File: config.mk
export PLATFORM = sky130hd
export DESIGN_NAME = dbc_dist
export DESIGN_NICKNAME = d
export VERILOG_FILES = /design/src/design/dbc_pkg.sv /design/src/design/dbc_dist.sv
export SDC_FILE = /design/constraint.sdc
export NUM_CORES = 2
export LEC_CHECK = 0
export BUFFER_PORTS_ARGS = -buffer_cell sky130_fd_sc_hd__buf_4
export CORE_ASPECT_RATIO = 2
export CORE_MARGIN = 2
export CORE_UTILIZATION = 35
export DETAILED_ROUTE_END_ITERATION = 10
export HOLD_SLACK_MARGIN = 0.1
export SLEW_MARGIN = 5
export SYNTH_ARGS = -nofsm -noshare
export SYNTH_HDL_FRONTEND = slang
export SYNTH_SLANG_ARGS = --single-unit
File: constraint.sdc
create_clock -name clk_i -period 8.5 [get_ports clk_i]
set_input_delay 0.85 -clock clk_i [delete_from_list [all_inputs] [get_ports clk_i]]
set_output_delay 0.85 -clock clk_i [all_outputs]
set_load 0.005 [all_outputs]
File: src/design/dbc_pkg.sv
// Shared package of the density clustering block: field widths, payload structs,
// ring entry and cell control types, register indexes and sequencer states.
// No dependencies.
`default_nettype none

package dbc_pkg;

  localparam int unsigned CoordBits    = 20;
  localparam int unsigned EnergyBits   = 24;
  localparam int unsigned StoreEBits   = EnergyBits - 1;
  localparam int unsigned LabelBits    = 7;
  localparam int unsigned EpsBits      = 42;
  localparam int unsigned MinPtsBits   = 7;
  localparam int unsigned CfgDataBits  = 42;
  localparam int unsigned WSumBits     = 64;
  localparam int unsigned MaxPointsDef = 64;

  typedef enum logic [0:0] {
    CFG_EPS_SQUARED = 1'b0,
    CFG_MIN_POINTS  = 1'b1
  } cfg_idx_e;

  typedef struct packed {
    logic signed [CoordBits-1:0]  pos_x;
    logic signed [CoordBits-1:0]  pos_y;
    logic signed [CoordBits-1:0]  pos_z;
    logic signed [EnergyBits-1:0] energy_diff;
    logic                         end_of_event;
  } hit_in_t;

  typedef struct packed {
    logic [6:0]                  cluster_number;
    logic [28:0]                 cluster_energy;
    logic signed [CoordBits-1:0] centroid_x;
    logic signed [CoordBits-1:0] centroid_y;
    logic signed [CoordBits-1:0] centroid_z;
    logic [6:0]                  member_count;
    logic                        has_cluster;
    logic                        hits_dropped;
    logic                        final_result;
  } result_t;

  typedef struct packed {
    logic signed [CoordBits-1:0] x;
    logic signed [CoordBits-1:0] y;
    logic signed [CoordBits-1:0] z;
  } hit_pos_t;

  typedef struct packed {
    logic                  valid;
    logic                  visited;
    logic                  queued;
    logic [LabelBits-1:0]  label;
    hit_pos_t              pos;
    logic [StoreEBits-1:0] energy;
  } entry_t;

  typedef struct packed {
    logic                 clear;
    logic                 load;
    logic                 shift;
    logic                 mark_visit;
    logic                 absorb_hit;
    logic [LabelBits-1:0] label;
  } cell_ctrl_t;

  typedef enum logic [3:0] {
    ST_COLLECT,
    ST_SEEK_OUTER,
    ST_COUNT,
    ST_DECIDE,
    ST_ABSORB,
    ST_SEEK_SEED,
    ST_SUM,
    ST_DIV_GO,
    ST_DIV_WAIT,
    ST_EMIT
  } dbc_state_e;

endpackage

`default_nettype wire

File: src/design/dbc_dist.sv
// Two-stage squared distance unit comparing the ring head with the query hit.
// Depends on dbc_pkg.
`default_nettype none

module dbc_dist (
  input  logic                           clk_i,
  input  logic                           rst_ni,
  input  logic                           issue_i,
  input  dbc_pkg::hit_pos_t              head_i,
  input  dbc_pkg::hit_pos_t              query_i,
  input  logic [dbc_pkg::EpsBits-1:0]    eps_i,
  output logic                           hit_o,
  output logic                           near_o
);

  localparam int unsigned CB   = dbc_pkg::CoordBits;
  localparam int unsigned SqW  = 2 * CB;
  localparam int unsigned SumW = SqW + 2;
  localparam int unsigned CmpW = (SumW > dbc_pkg::EpsBits) ? SumW : dbc_pkg::EpsBits;

  function automatic logic [CB-1:0] abs_diff(input logic signed [CB-1:0] a,
                                             input logic signed [CB-1:0] b);
    logic signed [CB:0] d;
    logic [CB:0]        m;
    d = {a[CB-1], a} - {b[CB-1], b};
    m = d[CB] ? (~d + 1'b1) : d;
    return m[CB-1:0];
  endfunction

  logic [CB-1:0]   ad_x_q, ad_y_q, ad_z_q;
  logic [SqW-1:0]  sq_x_q, sq_y_q, sq_z_q;
  logic            v1_q, v2_q;
  logic [SumW-1:0] sum;

  always_ff @(posedge clk_i or negedge rst_ni) begin
    if (!rst_ni) begin
      v1_q <= 1'b0;
      v2_q <= 1'b0;
    end else begin
      v1_q <= issue_i;
      v2_q <= v1_q;
    end
  end

  always_ff @(posedge clk_i) begin
    ad_x_q <= abs_diff(head_i.x, query_i.x);
    ad_y_q <= abs_diff(head_i.y, query_i.y);
    ad_z_q <= abs_diff(head_i.z, query_i.z);
    sq_x_q <= ad_x_q * ad_x_q;
    sq_y_q <= ad_y_q * ad_y_q;
    sq_z_q <= ad_z_q * ad_z_q;
  end

  assign sum    = SumW'(sq_x_q) + SumW'(sq_y_q) + SumW'(sq_z_q);
  assign hit_o  = v2_q;
  assign near_o = CmpW'(sum) <= CmpW'(eps_i);

endmodule

`default_nettype wire

==> metrics.md <==
| Metric | Value |
|---|---|
| Clk Latency, worst-skew pair | `520 ps` |
| Slowest stage delay, CP | `450 ps` |
| R2r setup slk | `690 ps` |
| Synthesis Warnings | `0` |
| Final Skew | `about 17 ps` |
| Total negative slack | `0 ps` |
| Overflow after GRT | `0` |
| Crit path launch | `sq_x_q[5]` |
| Initial antenna violation count | `2` |
| Die height | `524 um` |
| Post-Synthesis Cells | `5334` |
| Largest net degree at the start of global routing | `25` |
| Vias | `35.9k` |
| Max cap viols | `0` |
| Post-synth EDFFs | `0` |
| Dominant cell type by area after synthesis | `fa_1` |
| Core Area | `134000 um2` |
| I/O pin cnt | `167` |
| WP data arrival | `7190 ps` |
| GP Congestion | `~0.90` |
| Post-synth top area share | `35.8%` |
| Slew @ Worst Pin | `1040 ps` |
| Initial Util | `35.3%` |
| Core Rows | `190` |
| Filler Cells Inserted | `roughly 14k` |
| HP Start | `v1_q` |
| Min Tclk post-route | `8040 ps` |
| Final Hold Viols | `0` |
| Crit path launch type | `register` |
| Crit end category | `primary output` |
| 1st-pass router iterations | `5` |
| Ys async rst share | `1.12%` |
| TritonCTS clock tree | `done` |
| Multi-input gate area | `38200 um2` |
| CP max FO | `5` |
| Layout area overhead | `8.90%` |
| Main synth FF type | `dfxtp_1` |
| Reg clk slew, reported paths | `about 80 ps` |
| Share of layout cells above drive strength 1 | `approximately 6%` |
| Yosys cell types | `82` |
| Vias in the first global route | `40.3k` |
| RSZ-0062 raised after global routing | `no` |
| Area of the mapped netlist | `47300 um2` |
| CTS buffer count | `17` |
| DRC | `0` |
| R2r startpoint | `ad_z_q[5]` |
| Worst hold path type | `register to register` |
| Clock tree buffer depth | `2` |
| Clk sinks | `approximately 180` |
| H-Tree Depth | `4` |
| Final nets | `7132` |
| CP required | `7650 ps` |
| CP max stage cell | `a2111oi_0` |
| First DRT Iteration DRCs | `between 1k and 1.5k` |
| Kind of critical path | `register to primary output` |
| Top cells by area, synth | `fa_1, ha_1, inv_1` |
| Total GRT Usage | `19.0%` |
| Root buffer cell | `clkbuf_16` |
| First-pass GRT wire length | `205000 um` |
| Final core occ | `38.4%` |
| I/O Buffers | `166` |
| Die ar. | `approximately 140000 um2` |
| Outcome | `completed` |
| Final WL | `128000 um` |
| Post-DRT Antenna Nets | `0` |
| Crit share post-route | `94.6%` |
| Synth Register Bits | `179` |
| Via/cell ratio | `4.96` |
| Syn avg cell area | `8.87 um2` |
| Headroom to the max-slew limit | `29.8%` |
| Detailed Place HPWL | `roughly 110000 um` |
| Routed len/inst | `17.7 um` |
| Max Slew Vio Count | `0` |
| Die Wd | `between 200 and 300 um` |
| Mapped Nets | `6975` |
| F_max | `124 MHz` |
| Reg area | `approximately 3600 um2` |
| Share of the yosys chip area belonging to registers | `7.59%` |
| Final setup vio count | `0` |
-- path summary, 6_finish.rpt --
kind                       cells past startpoint    endpoint
max reg2reg                                   24  sq_z_q[37]
max                                           30      near_o
max in group asynchronous                      2        v1_q
min                                            0       hit_o
min reg2reg                                    0       hit_o
min in group asynchronous                      2       hit_o
-- area by class of cell --
cell class,instances,share of cell area (%)
Multi-Input combinational cell,3693,74.2
Timing Repair Buffer,251,3.66
Clock buffer,17,0.826
Clock inverter,15,0.311
Tap cell,1728,4.20
Antenna cell,2,0.00971
Inverter,1349,9.83
Sequential cell,179,6.97
-- placed cells by master (no fill, tap or decap), types with 7 or more instances in the layout --
cell type and n:
buf_4 250, and3_1 29, nor3_1 51, a211oi_1 30, mux2i_1 10, nand3_1 53
nand2_1 395, nor2_1 190, clkbuf_16 17, nand4_1 35, inv_1 1349, fa_1 847
o21bai_1 41, a21o_1 121, xnor2_1 186, dfxtp_1 177, o211ai_1 16, o31ai_1 20
a21oi_1 225, a21boi_0 8, xor2_1 104, or2_2 19, o21a_1 40, nor4_1 11
nor3b_1 7, a221oi_1 7, or3_1 15, and2_1 263, a2111oi_0 9, ha_1 629
nand2b_1 26, a41oi_1 7, nor2b_1 44, a31o_2 10, o2111ai_1 10, o221ai_1 7
o21ai_0 106, a31oi_1 27
-- per-stage QoR --
stage               instance area [um2]  instances  setup slack, ps  hold slack [ps]
finish                            51500       7234              458              358
global route                      51500       7233             31.9              380
CTS                               51500       7232              101              366
detailed placement                50900       7199              704              347
global placement                  50900       7199              821              337
floorplan                         47300       5334             1190              331
-- registers in the layout, indices dropped and copies added, names as in the netlist --
| register | flops |
|---|---|
| ad_z_q | 20 |
| v1_q | 1 |
| sq_x_q | 39 |
| sq_y_q | 39 |
| sq_z_q | 39 |
| hit_o | 1 |
| ad_x_q | 20 |
| ad_y_q | 20 |
-- layer usage --
layer  vias up  global-route usage [%]  wire (um)
met5         -                       0          0
met4         0                    12.2       8770
met3       351                    1.40       2860
met2       714                    39.8      74900
met1     17900                    17.0      41500
li1      16900                       -          -
-- logic make-up after synthesis --
logic type      count (synthesis)  synth area share, %
compound gates                746                 10.3
xor+xnor                      290                 5.37
fa+ha+maj                    1476                 52.5
buf+inv                      1462                 11.7
mux                            15                0.331
simple gates                 1166                 12.2
flops                         179                 7.59
-- what timing repair did --
item,in CTS,in global routing
resized for setup,0,6
hold endpoints to repair,2,0
hold buffers,1,0
setup buffers,0,0
setup endpoints to repair,0,1
-- synthesized netlist by cell type, types with 51 or more instances --
master	number
o21ai_0	106
ha_1	629
dfxtp_1	177
inv_1	1349
clkbuf_1	108
xnor2_1	186
and2_1	263
a21oi_1	226
nand3_1	53
nor3_1	51
nor2_1	190
fa_1	847
xor2_1	104
nand2_1	395
a21o_1	121
-- critical path: cells and delay by family, from the launching register on --
kind	cells	cell delay, ps
buffers and inverters	1	120
adders and majority gates	3	940
and+or+nand+nor	5	490
xor gates and xnor gates	1	170
AOI/OAI and AO/OA	20	4670
DFF	1	310
Power is left out: the tool's default activity adds up to more than one toggle a clock period on the data nets, which glitch-free logic cannot reach.
