$ cat src/design/dbc_pkg.sv
// Shared package of the density clustering block: field widths, payload structs,
// ring entry and cell control types, register indexes and sequencer states.
// No dependencies.
`default_nettype none

package dbc_pkg;

  localparam int unsigned CoordBits    = 20;
  localparam int unsigned EnergyBits   = 24;
  localparam int unsigned StoreEBits   = EnergyBits - 1;
  localparam int unsigned LabelBits    = 7;
  localparam int unsigned EpsBits      = 42;
  localparam int unsigned MinPtsBits   = 7;
  localparam int unsigned CfgDataBits  = 42;
  localparam int unsigned WSumBits     = 64;
  localparam int unsigned MaxPointsDef = 64;

  typedef enum logic [0:0] {
    CFG_EPS_SQUARED = 1'b0,
    CFG_MIN_POINTS  = 1'b1
  } cfg_idx_e;

  typedef struct packed {
    logic signed [CoordBits-1:0]  pos_x;
    logic signed [CoordBits-1:0]  pos_y;
    logic signed [CoordBits-1:0]  pos_z;
    logic signed [EnergyBits-1:0] energy_diff;
    logic                         end_of_event;
  } hit_in_t;

  typedef struct packed {
    logic [6:0]                  cluster_number;
    logic [28:0]                 cluster_energy;
    logic signed [CoordBits-1:0] centroid_x;
    logic signed [CoordBits-1:0] centroid_y;
    logic signed [CoordBits-1:0] centroid_z;
    logic [6:0]                  member_count;
    logic                        has_cluster;
    logic                        hits_dropped;
    logic                        final_result;
  } result_t;

  typedef struct packed {
    logic signed [CoordBits-1:0] x;
    logic signed [CoordBits-1:0] y;
    logic signed [CoordBits-1:0] z;
  } hit_pos_t;

  typedef struct packed {
    logic                  valid;
    logic                  visited;
    logic                  queued;
    logic [LabelBits-1:0]  label;
    hit_pos_t              pos;
    logic [StoreEBits-1:0] energy;
  } entry_t;

  typedef struct packed {
    logic                 clear;
    logic                 load;
    logic                 shift;
    logic                 mark_visit;
    logic                 absorb_hit;
    logic [LabelBits-1:0] label;
  } cell_ctrl_t;

  typedef enum logic [3:0] {
    ST_COLLECT,
    ST_SEEK_OUTER,
    ST_COUNT,
    ST_DECIDE,
    ST_ABSORB,
    ST_SEEK_SEED,
    ST_SUM,
    ST_DIV_GO,
    ST_DIV_WAIT,
    ST_EMIT
  } dbc_state_e;

endpackage

`default_nettype wire

$ cat src/design/dbc_div.sv
// Restoring divider, one quotient bit per cycle, keeping the low coordinate bits.
// Depends on dbc_pkg.
`default_nettype none

module dbc_div #(
  parameter int unsigned DivisorBits = 30
) (
  input  logic                                clk_i,
  input  logic                                rst_ni,
  input  logic                                start_i,
  input  logic [dbc_pkg::WSumBits-1:0]        dividend_i,
  input  logic [DivisorBits-1:0]              divisor_i,
  output logic                                done_o,
  output logic [dbc_pkg::CoordBits-1:0]       quotient_o
);

  localparam int unsigned DW       = dbc_pkg::WSumBits;
  localparam int unsigned CB       = dbc_pkg::CoordBits;
  localparam int unsigned StepBits = $clog2(DW + 1);

  logic [StepBits-1:0]    step_q;
  logic                   done_q;
  logic [DW-1:0]          dvd_q;
  logic [DivisorBits-1:0] rem_q;
  logic [CB-1:0]          quo_q;
  logic [DivisorBits:0]   shifted, trial;
  logic                   fits;

  assign shifted = {rem_q, dvd_q[DW-1]};
  assign fits    = shifted >= {1'b0, divisor_i};
  assign trial   = shifted - {1'b0, divisor_i};

  always_ff @(posedge clk_i or negedge rst_ni) begin
    if (!rst_ni) begin
      step_q <= '0;
      done_q <= 1'b0;
    end else begin
      done_q <= (step_q == StepBits'(1));
      if (start_i) begin
        step_q <= StepBits'(DW);
      end else if (step_q != '0) begin
        step_q <= step_q - 1'b1;
      end
    end
  end

  always_ff @(posedge clk_i) begin
    if (start_i) begin
      dvd_q <= dividend_i;
      rem_q <= '0;
      quo_q <= '0;
    end else if (step_q != '0) begin
      dvd_q <= {dvd_q[DW-2:0], 1'b0};
      rem_q <= fits ? trial[DivisorBits-1:0] : shifted[DivisorBits-1:0];
      quo_q <= {quo_q[CB-2:0], fits};
    end
  end

  assign done_o     = done_q;
  assign quotient_o = quo_q;

endmodule

`default_nettype wire

$ cat config.mk
export PLATFORM = sky130hd
export DESIGN_NAME = dbc_div
export DESIGN_NICKNAME = d
export VERILOG_FILES = /design/src/design/dbc_pkg.sv /design/src/design/dbc_div.sv
export SDC_FILE = /design/constraint.sdc
export NUM_CORES = 1
export LEC_CHECK = 0
export BUFFER_PORTS_ARGS = -buffer_cell sky130_fd_sc_hd__buf_2
export CAP_MARGIN = 20
export CORE_MARGIN = 5
export CORE_UTILIZATION = 51
export CTS_CLUSTER_SIZE = 25
export DETAILED_ROUTE_END_ITERATION = 8
export GPL_TIMING_DRIVEN = 0
export PLACE_DENSITY = 0.74
export SETUP_SLACK_MARGIN = 0.5
export SLEW_MARGIN = 20
export SYNTH_ARGS = -nofsm -noshare
export SYNTH_HDL_FRONTEND = slang
export SYNTH_SLANG_ARGS = --single-unit
$ cat constraint.sdc
create_clock -name clk_i -period 2.7 [get_ports clk_i]
set_clock_uncertainty 0.15 [all_clocks]
set_input_delay 0.27 -clock clk_i [delete_from_list [all_inputs] [get_ports clk_i]]
set_output_delay 0.27 -clock clk_i [all_outputs]
set_load 0.02 [all_outputs]
==> impl_metrics.toml, run 1 <==
[cells_and_area]
areaGrowthSynthToFinish_pct = 46.9
num-fill-cells = 865
proportion_of_layout_cells_with_a_drive_suffix_above_1_pct = 39.1
final_design_area_no_fill_um2 = 10200
layout_net_count = 1070
fin_cells = 1130

[clock_tree]
cts_root_buf = "clkbuf_16"
cts.path.max_buffers = 2
clock_buffer_count_from_cts = 17
cts-htree-levels = 4
cts.reportedPaths.clkPinSlew_ps = 60
clock_sink_count = 122
clkLatencyLatePin_ps = 430
tritoncts = "yes"

[drt]
antenna_violating_nets_post_route = 0
post_drt_wl_per_cell_um = 18.5
routed-via-count = 6427
detail_route.drc_violations = 0
dr_iter_0_viols = 473
drt-total-wl_um = 20900
drt_first_pass_iters = 5
via_per_inst = 5.69

[synthesis]
synth-warning-count = 0
synth_flop_cell = "edfxtp_1"
synth_cell_type_count = 65
avgSynthCellArea_um2 = 10.2
post_synth_instance_area_um2 = 6940
ys_seq_elements = 122
synthCells = 680
netlist_top_cells_area = "edfxtp_1 (28%), dfxtp_1 (14%), mux2_2 (10%), ha_1 (5.8%), nand2_1 (4.0%)"
async_reset_ff_share_pct = 6.56
synth.top_cell.area_share_pct = 27.7
synth.net_count = 810
synthDominantAreaCellType = "edfxtp_1"
post_synth_edffs = 64
synth.yosys.seq_area_share_pct = 45.0

[sta]
timing.final.max_slew_violations = 0
fmaxAchievable_ghz = 0.335
sum_neg_setup_slack_ps = -5520
layout_min_cycle_time_ps = 2990
report.final.setup_viol = 31
final.period_utilization_pct = 111
grt_setup_unrepaired = "yes"
slew_headroom_pct = 54.3
timing_hold_violations_final = 0
worst_hold_margin_ps = 7.13
max_slew.worst_pin.slew_ps = 686
fin_ws_ps = -288

[critical_path]
startpoint_type = "flip-flop"
worst-setup-path-type = "reg2reg"
worst_setup_path_startpoint = "rem_q[7]$_SDFFE_PP0P_"
arrival_ps = 3160
r2r_cells = 13
r2r_start = "rem_q[7]$_SDFFE_PP0P_"
rrSetupSlack_ps = -290
path_max_fanout = 8
setup.worst_path.end_class = "flip-flop"
timing.critical_path.to = "rem_q[19]$_SDFFE_PP0P_"
regToRegEndpoint = "rem_q[19]$_SDFFE_PP0P_"
critPathRequiredTime_ps = 2880

[global_routing]
grt_overflow_total = 0
grt_antenna_before_repair = 1
grt_use_total_pct = 24.9
grt_start_max_net_pins = 20
first_pass_grt_wire_length_um = 32100
first_global_vias = 6576

[flow_run]
cap_violations = 0

[placed_design]
detailed_place.area_um2 = 8010
detailed_place_hpwl_um = 12100
dp_cells = 974
routabilityCongestion = 0.915
io_buffer_count = 116

[power_and_ir_drop]
overall_power_of_the_completed_layout_mw = 10.1
power_density_nw_per_um2 = 991
p_leak_nw = 4.35
vdd_ir_drop_max_mv = 0.542

[hold_path]
min-delay-path-class = "in2reg"

[floorplanning]
fp.dieW_um = 127
die_h_um = 127
design.core.area_um2 = 13300
initial_core_util_pct = 52.2
top_level_ports = 118
floorplan.die_area_um2 = 16000
rows = 42

[run_status]
outcome = "finished with violations"
violations_in_the_final_reports = "negative setup slack"
## how the worst min path moves through the flow
stage / startpoint / to / slack [ps] / cells after the start
finish: dividend_i[13] / dvd_q[13]$_DFFE_PP_ / 7 / 2
floorplan: rst_ni / done_o$_DFF_PN0_ / -180 / 0
global route: dividend_i[6] / dvd_q[6]$_DFFE_PP_ / 5 / 2
detailed placement: rst_ni / done_o$_DFF_PN0_ / -30 / 1
global placement: rst_ni / done_o$_DFF_PN0_ / -30 / 1
CTS: dividend_i[16] / dvd_q[16]$_DFFE_PP_ / 0.3 / 2
## stage by stage
| step | utilization (%) | setup WS, ps |
|---|---|---|
| 2_1_floorplan | - | -212 |
| 3_3_place_gp | 60.0 | -655 |
| 3_5_place_dp | 60.3 | -342 |
| 4_1_cts | 73.4 | -232 |
| 5_1_grt | 76.6 | -350 |
| 6_report | 76.6 | -288 |
## worst max-delay path, stage by stage, from the launching register on
cell and delay (ps):
dfxtp_4 360, ha_4 230, buf_6 130, a21o_1 210, a2111oi_4 240, a211o_1 230, and3b_4 220, o21ai_4 60
buf_4 150, buf_4 130, buf_6 120, a21boi_4 270, nand2_1 130, a311oi_2 250
## synthesized netlist by cell type (7+ instances only)
master,count
a31oi_1,9
nor3_1,8
xor2_1,10
nand4_1,9
inv_1,39
clkbuf_1,14
buf_1,7
mux2i_1,21
a211oi_1,22
edfxtp_1,64
dfxtp_1,50
ha_1,32
a21oi_1,52
nand2_1,73
mux2_2,63
nor2_1,51
nand3_1,7
buf_2,8
dfrtp_1,8
xnor2_1,19
o21ai_0,21
a21o_1,14
## logic make-up (layout without fill, tap and decap cells)
kind of cell | Yosys count | in the layout | share of synthesized area, %
AO/OA/AOI/OAI | 157 | 157 | 15.1
multiplexers | 84 | 84 | 13.3
other | 0 | 1 | 0
adder cells (fa/ha/maj) | 33 | 33 | 6.06
flip-flops | 122 | 122 | 45.0
AND/OR/NAND/NOR | 177 | 177 | 11.6
XOR/XNOR | 29 | 29 | 3.66
buffers and inverters | 78 | 351 | 5.32
## power by group
group	internal, mW	leakage, nW	total, mW	switching (mW)
clock	1.44	0.278	2.31	0.865
combinational	2.52	2.89	4.96	2.44
sequential	2.48	1.19	2.83	0.344
total	6.45	4.35	10.1	3.64
## cell type report
class                           count  area [um^2]  area share (%)
Antenna cell                        1         2.50          0.0246
Buffer                             39          309            3.03
Clock buffer                       19          433            4.25
Clock inverter                     13          151            1.49
Inverter                           39          150            1.47
Multi-Input combinational cell    480         3860            37.9
Sequential cell                   122         3140            30.8
Tap cell                          176          220            2.16
Timing Repair Buffer              240         1910            18.8
Timing Repair inverter              1         7.51          0.0737
## layer usage
metal	GRT usage, %	vias to the layer above	routed length (um)
met5	0	-	13
met3	7.36	56	1560
met4	11.2	2	672
met1	28.6	3110	8020
met2	42.8	279	10600
li1	-	2980	-
## state kept, by name, summed over array words and instances (netlist names)
register and count:
dvd_q 64, rem_q 30, done_o 1, quotient_o 20, step_q 7
## layout by cell type (no fill, tap or decap), types with 20 or more instances in the layout
| cell type | instances |
|---|---|
| dfxtp_1 | 42 |
| nand2_1 | 71 |
| buf_2 | 120 |
| mux2_2 | 63 |
| clkbuf_16 | 20 |
| dlygate4sd3_1 | 53 |
| a21oi_1 | 45 |
| buf_4 | 47 |
| edfxtp_1 | 64 |
| nor2_1 | 50 |
| inv_1 | 36 |
## timing repair
item / in CTS / in global routing
gates resized for setup: 42 / 60
buffers inserted: 40 / 19
gates cloned: 7 / 4
hold buffers: 53 / 0
pin swaps: 12 / 28
hold endpoints to repair: 60 / 0
endpoints found under the setup margin: 95 / 118
No activity file was read; power rests on OpenSTA's default activity.
==> run 2: changes to the inputs <==
--- a/config.mk
+++ b/config.mk
@@ -8,11 +8,11 @@
 export BUFFER_PORTS_ARGS = -buffer_cell sky130_fd_sc_hd__buf_2
 export CAP_MARGIN = 20
 export CORE_MARGIN = 5
-export CORE_UTILIZATION = 51
+export CORE_UTILIZATION = 55
 export CTS_CLUSTER_SIZE = 25
 export DETAILED_ROUTE_END_ITERATION = 8
 export GPL_TIMING_DRIVEN = 0
-export PLACE_DENSITY = 0.74
+export PLACE_DENSITY = 0.76
 export SETUP_SLACK_MARGIN = 0.5
 export SLEW_MARGIN = 20
 export SYNTH_ARGS = -nofsm -noshare
==> constraint.sdc (replaced) <==
create_clock -name clk_i -period 3.58 [get_ports clk_i]
set_clock_uncertainty 0.15 [all_clocks]
set_input_delay 0.358 -clock clk_i [delete_from_list [all_inputs] [get_ports clk_i]]
set_output_delay 0.358 -clock clk_i [all_outputs]
set_load 0.02 [all_outputs]
==> run 2 against run 1 <==
Compared with the run above: worst hold slack better by 72 ps; largest cell class unchanged; highest routed layer unchanged; global-route usage is 2.6 points lower; final cell count is 9.8% lower; the run now ends clean; flip-flop and latch count stayed put; register-to-register slack better by 760 ps; clock power is 32% lower; maximum frequency is 3.9% lower; first-iteration DRC count is 6.1% lower; critical path type unchanged; count of clock-buffer cells in the layout is 1 higher.
==> impl_metrics.toml, run 2 (synthesis gave the netlist of run 1 again) <==
[cells_and_area]
areaGrowthSynthToFinish_pct = 25.6
multi_input_comb_area_um2 = 3610
largest_register_ff_count = 64
num-fill-cells = 943
top_register = "dvd_q"
layout_net_count = 963
register_area_um2 = 3130
layout_common_cells = "buf_2 (120), nand2_1 (72), edfxtp_1 (64), mux2_2 (63)"
proportion_of_layout_cells_with_a_drive_suffix_above_1_pct = 32.6
final_design_area_no_fill_um2 = 8710
layout_commonest_cell = "buf_2"

[floorplanning]
design.core.area_um2 = 12500
rows = 41
initial_core_util_pct = 55.4
floorplan.die_area_um2 = 15000
top_level_ports = 118
die_h_um = 122
fp.dieW_um = 122

[clock_tree]
cts.reportedPaths.clkPinSlew_ps = 60
clock_buffer_count_from_cts = 17
tritoncts = "yes"
cts.path.max_buffers = 2
clock_sink_count = 122
clkLatencyLatePin_ps = 420
cts-htree-levels = 4
cts_root_buf = "clkbuf_16"

[flow_run]
cap_violations = 0

[run_status]
outcome = "finished, final reports clean"

[drt]
dr_iter_0_viols = 444
antenna_violating_nets_post_route = 0
detail_route.drc_violations = 0
routed-via-count = 5729
drt-total-wl_um = 17200
post_drt_wl_per_cell_um = 16.9
via_per_inst = 5.62
drt_first_pass_iters = 5

[critical_path]
r2r_start = "rem_q[14]$_SDFFE_PP0P_"
setup.worst_path.end_class = "flip-flop"
worstPathBufferInverterCount = 3
critical_path_s_slowest_cell = "or3_1"
startpoint_type = "flip-flop"
worst-setup-path-type = "reg2reg"
arrival_ps = 3240
critPathRequiredTime_ps = 3710
path_max_fanout = 7
crit_family = "compound AO/OA/AOI/OAI gates"
timing.critical_path.cells = "ha_1, buf_6, nand4_1, or3_1, a211o_1, and3b_4, o21ai_4, a21bo_4, buf_12, clkbuf_16, mux2i_1, a211oi_1"
max_stage_delay_ps = 340
worst_setup_path_startpoint = "rem_q[14]$_SDFFE_PP0P_"

[sta]
timing.final.max_slew_violations = 0
final.period_utilization_pct = 86.8
sum_neg_setup_slack_ps = 0
slew_headroom_pct = 42.4
fmaxAchievable_ghz = 0.322
report.final.setup_viol = 0
max_slew.worst_pin.slew_ps = 860
timing_hold_violations_final = 0
layout_min_cycle_time_ps = 3110
grt_setup_unrepaired = "yes"

[global_routing]
grt_antenna_before_repair = 2
first_global_vias = 5673
grt_use_total_pct = 22.3
grt_start_max_net_pins = 65
first_pass_grt_wire_length_um = 26300
grt_overflow_total = 0

[power_and_ir_drop]
p_leak_nw = 3.71
vdd_ir_drop_max_mv = 0.414
power_density_nw_per_um2 = 776

[placed_design]
io_buffer_count = 116
routabilityCongestion = 0.971
detailed_place_hpwl_um = 11900
detailed_place.area_um2 = 7740

[hold_path]
min-delay-path-class = "in2reg"
worstHoldStart = "dividend_i[0]"
==> run 2: what timing repair did <==
action	CTS	global route
hold buffers	1	0
cloned	0	4
pin swaps	0	13
resized for setup	2	54
endpoints found under the setup margin	6	93
setup buffers	0	13
endpoints found under the hold margin	8	0
==> run 2: final timing paths <==
path	endpoint	slack (ps)	cells past startpoint
max	rem_q[18]$_SDFFE_PP0P_	470	12
min	dvd_q[0]$_SDFFCE_PN0P_	80	2
max reg2reg	rem_q[18]$_SDFFE_PP0P_	470	12
min reg2reg	quotient_o[0]$_SDFFE_PP0P_	310	2
max in group asynchronous	step_q[4]$_DFFE_PN0P_	2950	2
min in group asynchronous	step_q[2]$_DFFE_PN0P_	160	2
==> run 2: through the flow <==
stage | util [%] | power (mW) | hold slack [ps] | setup WS (ps) | cells
final | 69.6 | 6.76 | 79.0 | 471 | 1019
after global routing | 69.6 | 7.16 | 79.7 | 350 | 1018
after CTS | 66.3 | 6.21 | 69.6 | 484 | 1001
after detailed placement | 61.8 | 4.60 | 59.0 | 84.5 | 968
after global placement | 61.8 | 4.50 | 55.0 | -33.5 | 968
after floorplan | - | 4.05 | -87.6 | 560 | 680
==> run 2: worst register-to-register path, stage by stage (launching register included) <==
cell	delay [ps]
dfxtp_1	330
ha_1	300
buf_6	130
nand4_1	150
or3_1	340
a211o_1	320
and3b_4	210
o21ai_4	240
a21bo_4	200
buf_12	130
clkbuf_16	150
mux2i_1	230
a211oi_1	100
==> run 2: layout make-up <==
class                      instances  area share (%)
sequential                       122            35.9
multi-input combinational        480            41.5
clock buffer                      20            5.01
inverter                          39            1.74
tap                              172            2.47
timing repair buffer             134            9.05
buffer                            39            3.13
antenna                            1          0.0287
clock inverter                    12            1.15
==> run 2: routing by layer <==
layer | track usage (%) | wire length [um] | vias up | part of all wire [%]
li1 | - | - | 2770 | -
met1 | 27.1 | 6970 | 2657 | 41
met2 | 35.3 | 8090 | 239 | 47
met3 | 8.29 | 1550 | 59 | 9.0
met4 | 9.87 | 575 | 4 | 3.3
met5 | 0 | 19 | - | 0.11
==> run 2: where the power goes <==
group / switching (mW) / internal [mW] / total [mW] / leakage (nW)
Combinational: 1.61 / 1.48 / 3.09 / 2.27
Clock: 0.632 / 0.947 / 1.58 / 0.252
Sequential: 0.221 / 1.87 / 2.09 / 1.19
