[src/design/dbc_pkg.sv]
// Shared package of the density clustering block: field widths, payload structs,
// ring entry and cell control types, register indexes and sequencer states.
// No dependencies.
`default_nettype none

package dbc_pkg;

  localparam int unsigned CoordBits    = 20;
  localparam int unsigned EnergyBits   = 24;
  localparam int unsigned StoreEBits   = EnergyBits - 1;
  localparam int unsigned LabelBits    = 7;
  localparam int unsigned EpsBits      = 42;
  localparam int unsigned MinPtsBits   = 7;
  localparam int unsigned CfgDataBits  = 42;
  localparam int unsigned WSumBits     = 64;
  localparam int unsigned MaxPointsDef = 64;

  typedef enum logic [0:0] {
    CFG_EPS_SQUARED = 1'b0,
    CFG_MIN_POINTS  = 1'b1
  } cfg_idx_e;

  typedef struct packed {
    logic signed [CoordBits-1:0]  pos_x;
    logic signed [CoordBits-1:0]  pos_y;
    logic signed [CoordBits-1:0]  pos_z;
    logic signed [EnergyBits-1:0] energy_diff;
    logic                         end_of_event;
  } hit_in_t;

  typedef struct packed {
    logic [6:0]                  cluster_number;
    logic [28:0]                 cluster_energy;
    logic signed [CoordBits-1:0] centroid_x;
    logic signed [CoordBits-1:0] centroid_y;
    logic signed [CoordBits-1:0] centroid_z;
    logic [6:0]                  member_count;
    logic                        has_cluster;
    logic                        hits_dropped;
    logic                        final_result;
  } result_t;

  typedef struct packed {
    logic signed [CoordBits-1:0] x;
    logic signed [CoordBits-1:0] y;
    logic signed [CoordBits-1:0] z;
  } hit_pos_t;

  typedef struct packed {
    logic                  valid;
    logic                  visited;
    logic                  queued;
    logic [LabelBits-1:0]  label;
    hit_pos_t              pos;
    logic [StoreEBits-1:0] energy;
  } entry_t;

  typedef struct packed {
    logic                 clear;
    logic                 load;
    logic                 shift;
    logic                 mark_visit;
    logic                 absorb_hit;
    logic [LabelBits-1:0] label;
  } cell_ctrl_t;

  typedef enum logic [3:0] {
    ST_COLLECT,
    ST_SEEK_OUTER,
    ST_COUNT,
    ST_DECIDE,
    ST_ABSORB,
    ST_SEEK_SEED,
    ST_SUM,
    ST_DIV_GO,
    ST_DIV_WAIT,
    ST_EMIT
  } dbc_state_e;

endpackage

`default_nettype wire

[src/design/dbc_cell.sv]
// One cell of the hit ring: holds a stored hit with its label and flags.
// Depends on dbc_pkg.
`default_nettype none

module dbc_cell (
  input  logic                clk_i,
  input  logic                rst_ni,
  input  dbc_pkg::cell_ctrl_t ctrl_i,
  input  dbc_pkg::entry_t     load_i,
  input  dbc_pkg::entry_t     shift_i,
  output dbc_pkg::entry_t     entry_o
);

  dbc_pkg::entry_t entry_q, entry_d;

  // Clear or load, else a shift takes the neighbour's entry, updating the flags.
  always_comb begin
    entry_d = entry_q;
    if (ctrl_i.clear) begin
      entry_d.valid = 1'b0;
    end else if (ctrl_i.load) begin
      entry_d = load_i;
    end else if (ctrl_i.shift) begin
      entry_d = shift_i;
      if (ctrl_i.mark_visit) begin
        entry_d.visited = 1'b1;
        entry_d.queued  = 1'b0;
      end
      if (ctrl_i.absorb_hit) begin
        if (shift_i.label == '0) begin
          entry_d.label = ctrl_i.label;
        end
        if (!shift_i.visited && !shift_i.queued) begin
          entry_d.queued = 1'b1;
        end
      end
    end
  end

  always_ff @(posedge clk_i or negedge rst_ni) begin
    if (!rst_ni) begin
      entry_q <= '0;
    end else begin
      entry_q <= entry_d;
    end
  end

  assign entry_o = entry_q;

endmodule

`default_nettype wire

[config.mk]
export PLATFORM = sky130hd
export DESIGN_NAME = dbc_cell
export DESIGN_NICKNAME = d
export VERILOG_FILES = /design/src/design/dbc_pkg.sv /design/src/design/dbc_cell.sv
export SDC_FILE = /design/constraint.sdc
export NUM_CORES = 1
export LEC_CHECK = 0
export ABC_AREA = 1
export BUFFER_PORTS_ARGS = -buffer_cell sky130_fd_sc_hd__buf_2
export CAP_MARGIN = 20
export CELL_PAD_IN_SITES_DETAIL_PLACEMENT = 1
export CELL_PAD_IN_SITES_GLOBAL_PLACEMENT = 1
export CORE_ASPECT_RATIO = 2
export CORE_MARGIN = 5
export CORE_UTILIZATION = 29
export CTS_BUF_LIST = sky130_fd_sc_hd__clkbuf_2 sky130_fd_sc_hd__clkbuf_4 sky130_fd_sc_hd__clkbuf_8
export DETAILED_ROUTE_END_ITERATION = 12
export GPL_TIMING_DRIVEN = 0
export PLACE_DENSITY_LB_ADDON = 0.1
export SYNTH_ARGS = -nofsm -noshare
export SYNTH_HDL_FRONTEND = slang
export SYNTH_SLANG_ARGS = --single-unit
[constraint.sdc]
create_clock -name clk_i -period 0.8 [get_ports clk_i]
set_input_delay 0.16 -clock clk_i [delete_from_list [all_inputs] [get_ports clk_i]]
set_output_delay 0.16 -clock clk_i [all_outputs]
set_load 0.01 [all_outputs]
==> summary.md, run 1 <==
| Metric | Value |
|---|---|
| Actual slew at the worst max-slew pin | `0.608 ns` |
| Dominant cells by area after synthesis | `sky130_fd_sc_hd__dfrtp_1 (52%), sky130_fd_sc_hd__nand2_1 (17%), sky130_fd_sc_hd__a31oi_1 (12%)` |
| Maximum number of pins on one net before global-route repair | `52` |
| Relative contribution of sequential cells to total power | `41.4%` |
| Max Slew Vio Count | `0` |
| GRT Residual Overflow | `0` |
| Final net count | `1115` |
| Number of sinks on the clock net | `93` |
| Routed WL | `19800 um` |
| Fin crit period | `1.08 ns` |
| Max Clock Skew | `0 ns` |
| Share of the synthesized area in the top cell type | `52.0%` |
| Library cell occupying the most area in the post-synthesis netlist | `sky130_fd_sc_hd__dfrtp_1` |
| Critical Path AT | `between 0.9 and 1 ns` |
| Crit Reg-Reg Endpoint | `entry_o[56]$_DFFE_PN0P_` |
| Antenna viol nets, final | `0` |
| Setup violations, final | `177` |
| Worst path buffer plus inverter count | `1` |
| Io pins | `~300` |
| Number of flip-flops in the largest register | `93` |
| Unrepaired setup endpoints after global routing | `yes` |
| Die height | `186 um` |
| Number of port buffers | `290` |
| Number of maximum-capacitance constraint violations | `0` |
| Yosys warnings | `0` |
| CTS tree | `done` |
| Area post-placement | `6220 um^2` |
| Worst hold slack across all endpoints | `-0.218 ns` |
| Outcome | `finished with violations` |
| Violations in the final reports | `negative hold slack, negative setup slack` |
| Tcrit/Tclk final | `135%` |
| Standby leakage power | `3.82 nW` |
| Overall via count from detail_route | `5256` |
| Std-Cell Core Area | `15200 um^2` |
| Gate family responsible for the most delay along the worst path | `flip-flops` |
| Combinational power share | `31.8%` |
| Via count of the first global-routing pass | `5711` |
| Area enclosed by the die boundary | `18200 um^2` |
| Total net switching power | `0.00425 W` |
| Max incr delay on CP | `0.42 ns` |
| Sw Share | `30.6%` |
| Synthesis-to-layout area growth | `71.5%` |
| Library cell used as clock root buffer | `sky130_fd_sc_hd__clkbuf_8` |
| Standard cell with the maximum stage delay on the critical path | `sky130_fd_sc_hd__dfrtp_1` |
| Post-layout utilization of the core | `50.5%` |
| Layout cells sized above 1 | `49.5%` |
| Max Buffers Root-to-Sink | `2` |
| Unique masters post-synth | `15` |
| Worst min-delay path category | `input pin to asynchronous set/reset pin` |
| Smallest setup slack after layout | `-0.284 ns` |
| Final non-filler cell area | `7680 um^2` |
| Clock network latency to the later pin of the worst-skew pair | `0.36 ns` |
| Number of antenna violations at the first check in global routing | `2` |
| H-tree levels | `3` |
| Gp weighted congestion | `0.867` |
| Cell count of the worst reg-to-reg path | `4` |
| Num CTS Buffers | `9` |
| Most common library cell in the layout ignoring fill and taps | `sky130_fd_sc_hd__buf_2` |
| First-pass detailed-route iteration total | `4` |
| Crit path cell chain | `buf_6` |
| Syn_area_per_cell | `7.87 um^2` |
| Maximum fanout count along the critical path | `2` |
| Detail-routed via count per cell | `roughly 4.7` |
| Share of the yosys chip area belonging to registers | `52.0%` |
| Effective utilization at floorplan | `29.4%` |
| Data required time of the critical path | `0.64 ns` |
| Cell count after synthesis | `569` |
| Maximum achievable frequency | `923 MHz` |
| Mean routed wirelength per cell | `17.6 um` |
| Residual DRC | `0` |
| Wire length of the first global-routing pass | `29300 um` |
| Post-synthesis cell area | `4480 um^2` |
| Cell row count | `64` |
| Clock power share | `26.8%` |
| Internal | `0.00965 W` |
| Top library cells by usage in the layout, fill and taps aside | `sky130_fd_sc_hd__buf_2 (250), sky130_fd_sc_hd__nand2_1 (208), sky130_fd_sc_hd__dfrtp_1 (93)` |
| Type of the worst setup path | `flip-flop to output pin` |
| All-layer global routing usage | `20.3%` |
| Setup_tns | `-27.47 ns` |
| CP Launch Type | `flip-flop` |
| Power per Cell Area | `approximately 1800 nW/um^2` |
| Post-detailed-placement half-perimeter wirelength | `~15000 um` |
| R2r setup slk | `-0.05 ns` |
| Final count of hold timing violations | `42` |
| Die width | `97.8 um` |
| Max-Slew Margin vs Limit | `between 50% and 60%` |
| Reg2Reg Launch Point | `entry_o[56]$_DFFE_PN0P_` |
| Total nets after synthesis | `769` |
| Number of synthesized register bits | `93` |
| Iter 0 DRT Violations | `90` |
| Nature of the critical path endpoint | `output pin` |
| Maximum resistive drop on vdd | `0.694 mV` |
| Clock transition at the register clock pins on the worst setup and hold paths after CTS | `0.10 ns` |
## synth_stat cells
library cell	number
sky130_fd_sc_hd__a21oi_1	4
sky130_fd_sc_hd__a31oi_1	83
sky130_fd_sc_hd__buf_1	3
sky130_fd_sc_hd__buf_2	6
sky130_fd_sc_hd__buf_6	15
sky130_fd_sc_hd__clkbuf_1	17
sky130_fd_sc_hd__dfrtp_1	93
sky130_fd_sc_hd__inv_1	17
sky130_fd_sc_hd__inv_2	1
sky130_fd_sc_hd__nand2_1	208
sky130_fd_sc_hd__nand3_1	8
sky130_fd_sc_hd__nor2_1	110
sky130_fd_sc_hd__o21ai_0	2
sky130_fd_sc_hd__o21ai_4	1
sky130_fd_sc_hd__o31ai_1	1
## through the flow
stage | setup slack [ns] | std cells | power, W
2_1_floorplan | -0.311 | 569 | 0.00721
3_3_place_gp | -1.48 | 1057 | 0.00884
3_5_place_dp | -0.642 | 1058 | 0.00896
4_1_cts | -0.315 | 1095 | 0.0132
5_1_grt | -0.341 | 1120 | 0.0147
6_report | -0.284 | 1120 | 0.0139
## area by class of cell
class	instances	area (um^2)
fill	1913	7540
sequential	93	2330
multi-input combinational	417	2190
timing repair buffer	335	2170
buffer	41	434
tap	198	248
clock buffer	13	166
inverter	18	72.6
clock inverter	3	67.6
antenna	2	5.00
## what timing repair did
action	4_1_cts	5_1_grt
hold endpoints to repair	42	42
resized for setup	54	153
setup endpoints to repair	179	155
pin swaps	1	8
setup buffers	21	26
cloned	0	4
## cells by family after synthesis
group | count (synthesis) | share of synthesized area [%]
flops | 93 | 52.0
buf+inv | 59 | 7.63
compound gates | 91 | 12.8
simple gates | 326 | 27.6
## power by group through the flow
stage | clock, W | sequential [W] | combinational, W
detailed placement | 0 | 0.00575 | 0.00321
finish | 0.00372 | 0.00575 | 0.00442
CTS | 0.00382 | 0.00569 | 0.00365
global route | 0.00402 | 0.00583 | 0.00480
global placement | 0 | 0.00572 | 0.00312
floorplan | 0 | 0.00605 | 0.00116
## how the worst max path moves through the flow
stage / end / startpoint / slack (ns) / cells past startpoint
after global routing: entry_o[7] / entry_o[7]$_DFFE_PN0P_ / -0.34 / 1
after floorplan: entry_o[68]$_DFFE_PN0P_ / ctrl_i[10] / -0.31 / 7
after global placement: entry_o[66]$_DFFE_PN0P_ / rst_ni / -1.48 / 1
after CTS: entry_o[58] / entry_o[58]$_DFFE_PN0P_ / -0.31 / 1
final: entry_o[70] / entry_o[70]$_DFFE_PN0P_ / -0.28 / 1
after detailed placement: entry_o[49]$_DFFE_PN0P_ / ctrl_i[10] / -0.64 / 6
## layer usage
layer / wire [um] / vias to the layer above / track usage (%)
li1: - / 2538 / -
met1: 6700 / 2500 / 20.7
met2: 11300 / 194 / 38.6
met3: 1320 / 24 / 5.81
met4: 457 / 0 / 7.71
met5: 0 / - / 0
(Power assumes the default switching activity.)
==> inputs of run 2 (changes only) <==
--- a/config.mk
+++ b/config.mk
@@ -11,11 +11,12 @@
 export CELL_PAD_IN_SITES_DETAIL_PLACEMENT = 1
 export CELL_PAD_IN_SITES_GLOBAL_PLACEMENT = 1
 export CORE_ASPECT_RATIO = 2
-export CORE_MARGIN = 5
+export CORE_MARGIN = 4
 export CORE_UTILIZATION = 29
 export CTS_BUF_LIST = sky130_fd_sc_hd__clkbuf_2 sky130_fd_sc_hd__clkbuf_4 sky130_fd_sc_hd__clkbuf_8
 export DETAILED_ROUTE_END_ITERATION = 12
 export GPL_TIMING_DRIVEN = 0
+export MAX_ROUTING_LAYER = met4
 export PLACE_DENSITY_LB_ADDON = 0.1
 export SYNTH_ARGS = -nofsm -noshare
 export SYNTH_HDL_FRONTEND = slang
==> run 2 against run 1 <==
Against the previous run:
- the run still ends with negative hold slack, negative setup slack left
- core utilization increased by 2.0 points
- flip-flop and latch count is the same
- critical endpoint is now entry_o[28]
- non-clock buffer count grew 8
- power decreased by 1.4%
- critical path type unchanged
- setup slack worse by 0.019 ns
- sequential share of layout area fell by 1.1 points
- die area decreased by 3.1%
- worst hold slack worse by 0.0049 ns
==> summary.md, run 2 (synthesized netlist as in run 1, its figures left out) <==
| Metric | Value |
|---|---|
| Outcome | `finished with violations` |
| Violations in the final reports | `negative hold slack, negative setup slack` |
| Number of maximum-capacitance constraint violations | `0` |
| Clock network latency to the later pin of the worst-skew pair | `0.37 ns` |
| Worst min-delay path category | `input pin to asynchronous set/reset pin` |
| Final net count | `about 1100` |
| Effective utilization at floorplan | `about 29%` |
| Setup violations, final | `about 140` |
| Num CTS Buffers | `9` |
| Met2 track demand over resource in global routing | `41.1%` |
| Multi-input gate area in the final layout | `2290 um^2` |
| Die height | `184 um` |
| Most common library cell in the layout ignoring fill and taps | `sky130_fd_sc_hd__buf_2` |
| All-layer global routing usage | `21.9%` |
| Synthesis-to-layout area growth | `78.2%` |
| Post-detailed-placement half-perimeter wirelength | `around 15000 um` |
| Cell count of the worst reg-to-reg path | `4` |
| Unrepaired setup endpoints after global routing | `yes` |
| Number of antenna violations at the first check in global routing | `2` |
| Filler cell count | `1869` |
| Crit path cell chain | `buf_6` |
| CP Launch Type | `flip-flop` |
| Area post-placement | `6220 um^2` |
| Number of port buffers | `290` |
| Clock transition at the register clock pins on the worst setup and hold paths after CTS | `0.10 ns` |
| Number of logic stages on the critical path including buffering | `1` |
| Max Slew Vio Count | `0` |
| Iter 0 DRT Violations | `94` |
| Gate family responsible for the most delay along the worst path | `flip-flops` |
| Max-Slew Margin vs Limit | `about three fifths` |
| Actual slew at the worst max-slew pin | `0.586 ns` |
| Data required time of the critical path | `0.64 ns` |
| Smallest setup slack after layout | `-0.303 ns` |
| Standard cell with the maximum stage delay on the critical path | `sky130_fd_sc_hd__dfrtp_1` |
| Max Buffers Root-to-Sink | `2` |
| Maximum number of pins on one net before global-route repair | `55` |
| Type of the worst setup path | `flip-flop to output pin` |
| Worst path buffer plus inverter count | `1` |
| First-pass detailed-route iteration total | `4` |
| Standby leakage power | `3.93 nW` |
| Routed WL | `21100 um` |
| Footprint of the flip-flops and latches | `around 2300 um^2` |
| Cell row count | `64` |
| Number of flip-flops in the largest register | `between 90 and 100` |
| Maximum fanout count along the critical path | `2` |
| Die width | `95.8 um` |
| GRT Residual Overflow | `0` |
| Worst hold slack across all endpoints | `-0.222 ns` |
| Layout cells sized above 1 | `52.0%` |
| Final count of hold timing violations | `39` |
| Critical Path AT | `0.94 ns` |
| Mean routed wirelength per cell | `18.7 um` |
| Std-Cell Core Area | `roughly 15000 um^2` |
| Most utilized layer in the global route result | `met2` |
| Residual DRC | `0` |
| Final non-filler cell area | `7980 um^2` |
| Via count of the first global-routing pass | `approximately 5700` |
| Number of sinks on the clock net | `93` |
| Met3 track utilization from global routing | `4.10%` |
| Wire length of the first global-routing pass | `~29000 um` |
| Maximum achievable frequency | `907 MHz` |
| Top library cells by usage in the layout, fill and taps aside | `sky130_fd_sc_hd__buf_2 (247), sky130_fd_sc_hd__nand2_1 (208), sky130_fd_sc_hd__dfrtp_1 (93)` |
| Nature of the critical path endpoint | `output pin` |
| Antenna viol nets, final | `0` |
| Power per Cell Area | `1720 nW/um^2` |
| H-tree levels | `3` |
| Met1 GRT Util | `21.4%` |
| Detail-routed via count per cell | `4.82` |
| Tcrit/Tclk final | `138%` |
| Max incr delay on CP | `0.43 ns` |
| Maximum resistive drop on vdd | `0.807 mV` |
| Gp weighted congestion | `0.825` |
| Final Total Pwr | `0.0137 W` |
| Area enclosed by the die boundary | `17600 um^2` |
| Library cell used as clock root buffer | `sky130_fd_sc_hd__clkbuf_8` |
| Max Clock Skew | `0 ns` |
| Fin crit period | `1.10 ns` |
| Setup_tns | `-25.93 ns` |
| Pre-CTS WS | `-0.677 ns` |
| Post-layout utilization of the core | `52.4%` |
| Io pins | `around 290` |
| Overall via count from detail_route | `5436` |
| CTS tree | `done` |
[run 2: cell types whose count changed in the layout (fill, tap and decap cells not counted), sizes merged]
cell and delta:
buf +3, clkbuf +4, clkinv +3, bufinv -2
[run 2: final timing paths]
kind                       slack (ns)                 endpoint                    start
min reg2reg                      0.51  entry_o[85]$_DFFE_PN0P_  entry_o[85]$_DFFE_PN0P_
min in group clk_i               0.03  entry_o[14]$_DFFE_PN0P_              shift_i[14]
max in group asynchronous        0.31  entry_o[53]$_DFFE_PN0P_                   rst_ni
min                             -0.22  entry_o[17]$_DFFE_PN0P_                   rst_ni
max reg2reg                     -0.08  entry_o[35]$_DFFE_PN0P_  entry_o[35]$_DFFE_PN0P_
max                             -0.30              entry_o[28]  entry_o[28]$_DFFE_PN0P_
[run 2: routing by layer]
metal	wire, um	vias to the layer above
met5	0	-
met4	750	0
met3	1150	48
met2	12200	200
li1	-	2559
met1	6990	2629
[run 2: per-stage QoR]
step | hold slack, ns | instances
floorplan | -0.136 | 569
global placement | 0.422 | 1057
detailed placement | 0.195 | 1058
CTS | -0.226 | 1097
global route | -0.202 | 1128
finish | -0.222 | 1128
[run 2: layout make-up]
type / instances / area share [%]
inverter: 18 / 0.910
multi-input combinational: 417 / 28.8
buffer: 41 / 5.66
clock inverter: 4 / 0.282
tap: 198 / 3.11
antenna: 2 / 0.0627
sequential: 93 / 29.2
timing repair buffer: 343 / 30.0
clock buffer: 12 / 1.99
[run 2: power breakdown]
| group | leakage, nW | switching, W | internal, W |
|---|---|---|---|
| logic | 2.77 | 0.00227 | 0.00255 |
| clock network | 0.0956 | 0.00177 | 0.00132 |
| registers | 1.06 | 0.000459 | 0.00533 |
| total | 3.93 | 0.00450 | 0.00920 |
[run 2: what timing repair did]
item                                    CTS  global route
endpoints found under the setup margin  178           161
resized for setup                        67           177
pin swaps                                 1            18
setup buffers                            23            28
hold endpoints to repair                 39            39
cloned                                    0             9
